<file path="config.mk">
export PLATFORM = sky130hd
export DESIGN_NAME = sac_ctrl
export DESIGN_NICKNAME = d
export VERILOG_FILES = /design/src/hw/rtl/sac_pkg.sv /design/src/hw/rtl/sac_ctrl.sv
export SDC_FILE = /design/constraint.sdc
export NUM_CORES = 1
export LEC_CHECK = 0
export ABC_AREA = 1
export BUFFER_PORTS_ARGS = -buffer_cell sky130_fd_sc_hd__buf_4
export CAP_MARGIN = 20
export CORE_AREA = 10 10 47 49
export DETAILED_ROUTE_END_ITERATION = 12
export DIE_AREA = 0 0 57 59
export PLACE_DENSITY = 0.66
export RECOVER_POWER = 50
export SLEW_MARGIN = 5
export SYNTH_ARGS = -nofsm -noshare
export SYNTH_HDL_FRONTEND = slang
export SYNTH_SLANG_ARGS = --single-unit
</file>
<file path="constraint.sdc">
create_clock -name i_clk -period 2.5 [get_ports i_clk]
set_input_delay 0.625 -clock i_clk [delete_from_list [all_inputs] [get_ports i_clk]]
set_output_delay 0.625 -clock i_clk [all_outputs]
set_load 0.01 [all_outputs]
</file>
<file path="src/hw/rtl/sac_pkg.sv">
// ----------------------------------------------------------------------------
// sac_pkg - shared types and constants for the set associative cache
// Command and status words between controller and datapath, fixed constants.
// ----------------------------------------------------------------------------
package sac_pkg;

    localparam int          BYTE_W    = 8;
    localparam int          DATA_W    = 32;
    localparam logic [15:0] LFSR_SEED = 16'hACE1;
    localparam logic [2:0]  MAX_SIZE  = 3'd4;
    localparam logic [2:0]  MIN_SIZE  = 3'd1;
    localparam logic        OP_WRITE  = 1'b1;

    // controller -> datapath
    typedef struct packed {
        logic latch;
        logic chk;
        logic fill_start;
        logic mod_step;
        logic fill_rd;
        logic fill_wr;
        logic commit;
        logic seg_next;
        logic byte_wr;
        logic byte_cap;
        logic out_load;
        logic clr_en;
    } t_cmd;

    // datapath -> controller
    typedef struct packed {
        logic clr_last;
        logic is_write;
        logic crossed;
        logic seg;
        logic look_hit;
        logic fill_last;
        logic last_byte;
    } t_status;

endpackage

</file>
<file path="src/hw/rtl/sac_ctrl.sv">
// ----------------------------------------------------------------------------
// sac_ctrl - cache sequencer
// Clearing pass, lookups, line fills, byte loop and result hand-off.
// ----------------------------------------------------------------------------
module sac_ctrl
    import sac_pkg::*;
(
    input  logic    i_clk,
    input  logic    i_rst_n,
    input  logic    i_valid,
    output logic    o_ready,
    output logic    o_valid,
    input  logic    i_ready,
    input  t_status i_st,
    output t_cmd    o_cmd
);

    typedef enum logic [3:0] {
        S_CLEAR, S_IDLE, S_LOOK, S_CHK, S_MOD, S_FILL_RD, S_FILL_WR,
        S_COMMIT, S_BYTE, S_BYTE_CAP, S_DONE
    } t_state;

    t_state r_state, n_state;
    logic   r_out_valid, n_out_valid;

    // next state and commands
    always_comb begin
        n_state     = r_state;
        o_cmd       = '0;
        n_out_valid = (r_out_valid && i_ready) ? 1'b0 : r_out_valid;
        unique case (r_state)
            S_CLEAR: begin
                o_cmd.clr_en = 1'b1;
                if (i_st.clr_last) n_state = S_IDLE;
            end
            S_IDLE: begin
                if (i_valid) begin
                    o_cmd.latch = 1'b1;
                    n_state     = S_LOOK;
                end
            end
            S_LOOK: n_state = S_CHK;
            S_CHK: begin
                o_cmd.chk = 1'b1;
                if (!i_st.is_write && !i_st.look_hit) begin
                    o_cmd.fill_start = 1'b1;
                    n_state          = S_MOD;
                end else if (!i_st.seg && i_st.crossed) begin
                    o_cmd.seg_next = 1'b1;
                    n_state        = S_LOOK;
                end else begin
                    n_state = S_BYTE;
                end
            end
            S_MOD: begin
                o_cmd.mod_step = 1'b1;
                n_state        = S_FILL_RD;
            end
            S_FILL_RD: begin
                o_cmd.fill_rd = 1'b1;
                n_state       = S_FILL_WR;
            end
            S_FILL_WR: begin
                o_cmd.fill_wr = 1'b1;
                n_state       = i_st.fill_last ? S_COMMIT : S_FILL_RD;
            end
            S_COMMIT: begin
                o_cmd.commit = 1'b1;
                if (!i_st.seg && i_st.crossed) begin
                    o_cmd.seg_next = 1'b1;
                    n_state        = S_LOOK;
                end else begin
                    n_state = S_BYTE;
                end
            end
            S_BYTE: begin
                if (i_st.is_write) begin
                    o_cmd.byte_wr = 1'b1;
                    if (i_st.last_byte) n_state = S_DONE;
                end else begin
                    n_state = S_BYTE_CAP;
                end
            end
            S_BYTE_CAP: begin
                o_cmd.byte_cap = 1'b1;
                n_state        = i_st.last_byte ? S_DONE : S_BYTE;
            end
            S_DONE: begin
                if (!r_out_valid || i_ready) begin
                    o_cmd.out_load = 1'b1;
                    n_out_valid    = 1'b1;
                    n_state        = S_IDLE;
                end
            end
            default: n_state = S_CLEAR;
        endcase
    end

    // state and result valid
    always_ff @(posedge i_clk) begin
        if (!i_rst_n) begin
            r_state     <= S_CLEAR;
            r_out_valid <= 1'b0;
        end else begin
            r_state     <= n_state;
            r_out_valid <= n_out_valid;
        end
    end

    assign o_ready = (r_state == S_IDLE);
    assign o_valid = r_out_valid;

endmodule

</file>
# --- After elaboration in Yosys (flattened, before gate mapping) ---
# Cells that the tools add are included.
# W data, S select, Z words.
totals:
  regBits: 5
  input_bits: 11
  elab_cells: 56
classes:
  eq_ne: 14
  n_mux: 30
  n_reduce_logical: 10
op_table:
  columns: ["op", "count"]
  rows:
  - ["$pmux W4 S11", 1]
  - ["$mux W4", 7]
  - ["$mux W1", 18]
  - ["$eq A4 B3 Y1 const B", 4]
  - ["$eq A4 B4 Y1 const B", 3]
  - ["$eq A4 B2 Y1 const B", 2]
  - ["$mux W2", 3]
  - ["$ne A2 B2 Y1 const B", 3]
  - ["$eq A4 B1 Y1 const B", 1]
  - ["$logic_not A1 Y1", 4]
  - ["$logic_not A4 Y1", 1]
  - ["$reduce_and A4 Y1", 1]
  - ["$logic_and A1 B1 Y1", 3]
  - ["$ne A3 B3 Y1 const B", 1]
  - ["$pmux W1 S2", 1]
  - ["$logic_or A1 B1 Y1", 1]

# --- Depth between registers and ports, before layout ---
logic_depth:
  depth_word: 5
  ltp_mapped: 9
  mapped_depth_nobuf: 9

# --- Least setup slack after synthesis ---
# No wires, ideal clock.
synth_timing:
  kind: "input -> output"
  from: "input i_st[4] (netlist bit)"
  to: "output o_cmd[4] (netlist bit)"
  t_arrival_ns: 1.173
  t_required_ns: 1.875
  slack_ns: 0.702
  path_stages: 4
  n_path_buf: 0
  path_cell_list: "inv_1 -> nor2_1 -> nand2_1 -> o21ai_0"
synth_lines:
  columns: ["element", "line", "rtl"]
  rows:
  - ["start: declaration", "sac_ctrl.sv:14", "input t_status i_st,"]
  - ["end: declaration", "sac_ctrl.sv:15", "output t_cmd o_cmd"]

==> summary.txt <==
Run status
  • Status: completed

Setup path
  • CP arrival: 1350 ps
  • Worst Setup SP: r_state[1]
  • Worst setup EP type: output port
  • Most used cell, CP: nor2_1
  • Worst-path cell chain: inv_1, nor2_1, nand2_1, nor2_1, buf_4
  • Buf/Inv on CP: 2
  • Critical path's top delay family: simple AND/OR/NAND/NOR gates
  • Setup CP Type: flip-flop to output port
  • Reg2reg start: r_state[1]
  • Data required time of the worst path: 1880 ps
  • CP max stage delay: 380 ps
  • Maximum fanout along the worst path: 4
  • Nature of the critical path startpoint: flip-flop
  • CP max stage cell: dfxtp_1

Routing
  • # DRC: 0
  • WL/cell: 10.7 µm
  • DR pass1 iterations: 4
  • Via count: 584
  • Initial DRC Count: 12
  • Final wirelength: 1420 µm
  • Vias per cell: 4.42
  • Remaining antenna violation count: 0

STA
  • Final hold violations: 0
  • Final WS setup: 527 ps
  • Unrepaired setup endpoints after global routing: false
  • Worst Skew: 1.73 ps
  • TNS Setup: 0 ps
  • Hold_ws: 529 ps
  • Fin crit period: 1970 ps
  • Max_slew headroom: 79.0%
  • Crit share post-route: 78.9%
  • Max-slew violations: 0
  • Max Clk Rate: 0.507 GHz
  • Setup-failing EPs final: 0
  • Slew @ Worst Pin: 313 ps

Yosys
  • Seq cells post-synth: 5
  • Synth cell types: 17
  • Synthesized Nets: 99
  • Mean Syn Cell Area: 5.43 µm²
  • YS warnings: 0
  • Synth Cell Area: 478 µm²
  • Syn Inst Count: 88
  • Register area share after synthesis: 20.9%

Hold path
  • Hold path startpoint: r_state[3]
  • Hold crit path type: flip-flop to flip-flop

GRT
  • Initial antenna violation count: 0
  • Largest net degree at the start of global routing: 7
  • Number of global-route vias before repair: 562
  • Gr usage total: 8.71%
  • First-pass GRT wire length: 2400 µm
  • Global route total overflow: 0

Power and ir drop
  • Post-layout power: 0.304 mW
  • Sequential share of power: 31.5%
  • Sw Share: 35.2%
  • Pint: 0.197 mW
  • Pwr dens: 443 nW/µm²
  • Switch Pwr: 0.107 mW
  • Clock share of power: 29.4%
  • Max rail drop VDD: 345 µV
  • Lkg Pwr: 0.387 nW
  • Share of total power in combinational logic: 39.0%

Layout
  • Most common cell after layout, fill and taps aside: buf_4
  • # diodes: 0
  • Highest-count cells in the layout ignoring fill and taps: buf_4 (23), inv_1 (21), nor2_1 (20)
  • Share of post-route cells with drive strength above 1: 30.2%
  • Fin cells: 132
  • Final instance area: 687 µm²
  • Final Core Density: 49.0%
  • Growth of design area from synthesis to finish: 43.7%
  • Fin nets: 128

CTS
  • CTS tree: done
  • Worst-path clk slew: 40 ps
  • Worst-Skew Late Latency: 240 ps
  • Sink Count: 5
  • CTS root buffer: clkbuf_4
  • Setup Buffers After CTS: 0
  • CTS Buffer Depth: 2
  • TritonCTS Buffers: 3
  • Hold Buf Count CTS: 0
  • H-tree levels: 1
  • CTS resizes: 0

Placed design
  • IO buf count: 24
  • Place WS: 557 ps
  • Placed cell areas: 678 µm²
  • Routability Congestion: 0.852
  • Post-DP HPWL: 1220 µm
  • Placed Cells incl. Taps: 128

Die
  • I/O Pins: 25
  • Chip Height: 59 µm
  • Core ar.: 1400 µm²
  • Initial core utilization: 34.1%
  • Row cnt: 14
  • Chip Width: 57 µm
  • Die area: 3360 µm²

Run
  • Max-cap violations: 0
routing by layer:
metal | wire length, µm | vias to the layer above | track usage [%] | share of wire [%]
met5 | 0 | - | 0 | 0
met4 | 9 | 0 | 5.03 | 0.64
met3 | 122 | 2 | 3.65 | 8.6
met2 | 678 | 17 | 14.1 | 48
met1 | 605 | 245 | 9.34 | 43
li1 | - | 320 | - | -
worst paths after layout:
path                              endpoint  slack [ps]  cells past startpoint
worst max-delay path              o_cmd[1]         530                      5
worst max register to register  r_state[0]        1050                      7
worst min-delay path            r_state[3]         530                      2
worst min register to register  r_state[3]         530                      2
power by group through the flow:
| stage | combinational, mW | sequential, mW | clock [mW] |
|---|---|---|---|
| after floorplan | 0.0811 | 0.0973 | 0 |
| after global placement | 0.126 | 0.0993 | 0 |
| after detailed placement | 0.127 | 0.0991 | 0 |
| after CTS | 0.128 | 0.0978 | 0.0954 |
| after global routing | 0.134 | 0.0977 | 0.103 |
| final | 0.119 | 0.0958 | 0.0896 |
cell usage after synthesis (all sizes together):
cell type	instances	area share, %
nand2	22	20
o21ai	5	6.0
nand4	1	1.3
dfxtp	5	21
inv	21	16
nor3	1	1.0
nor4	1	1.3
nor2	23	22
a21oi	4	5.0
nand3	5	5.2
cell families (layout without fill, tap and decap cells):
logic type / after synthesis / count (layout) / share of synthesized area (%)
simple gates: 53 / 53 / 51.6
buf+inv: 21 / 49 / 16.5
compound gates: 9 / 9 / 11.0
flops: 5 / 5 / 20.9
registers in the layout, indices dropped and copies added (netlist names):
name     count
o_valid      1
r_state      4
area by class of cell:
type	instances	area [µm²]
repair buffers	24	176
inverters	21	78.8
flip-flops and latches	5	100
fillers	163	714
clock buffers	4	26.3
multi-input cells	62	285
well taps	16	20.0
worst register-to-register path: cells and delay by family (launching register included):
| family | cells | cell delay (ps) |
|---|---|---|
| simple gates | 3 | 520 |
| flops | 1 | 380 |
| buf+inv | 1 | 70 |
| compound gates | 3 | 360 |
(Power assumes the default switching activity.)
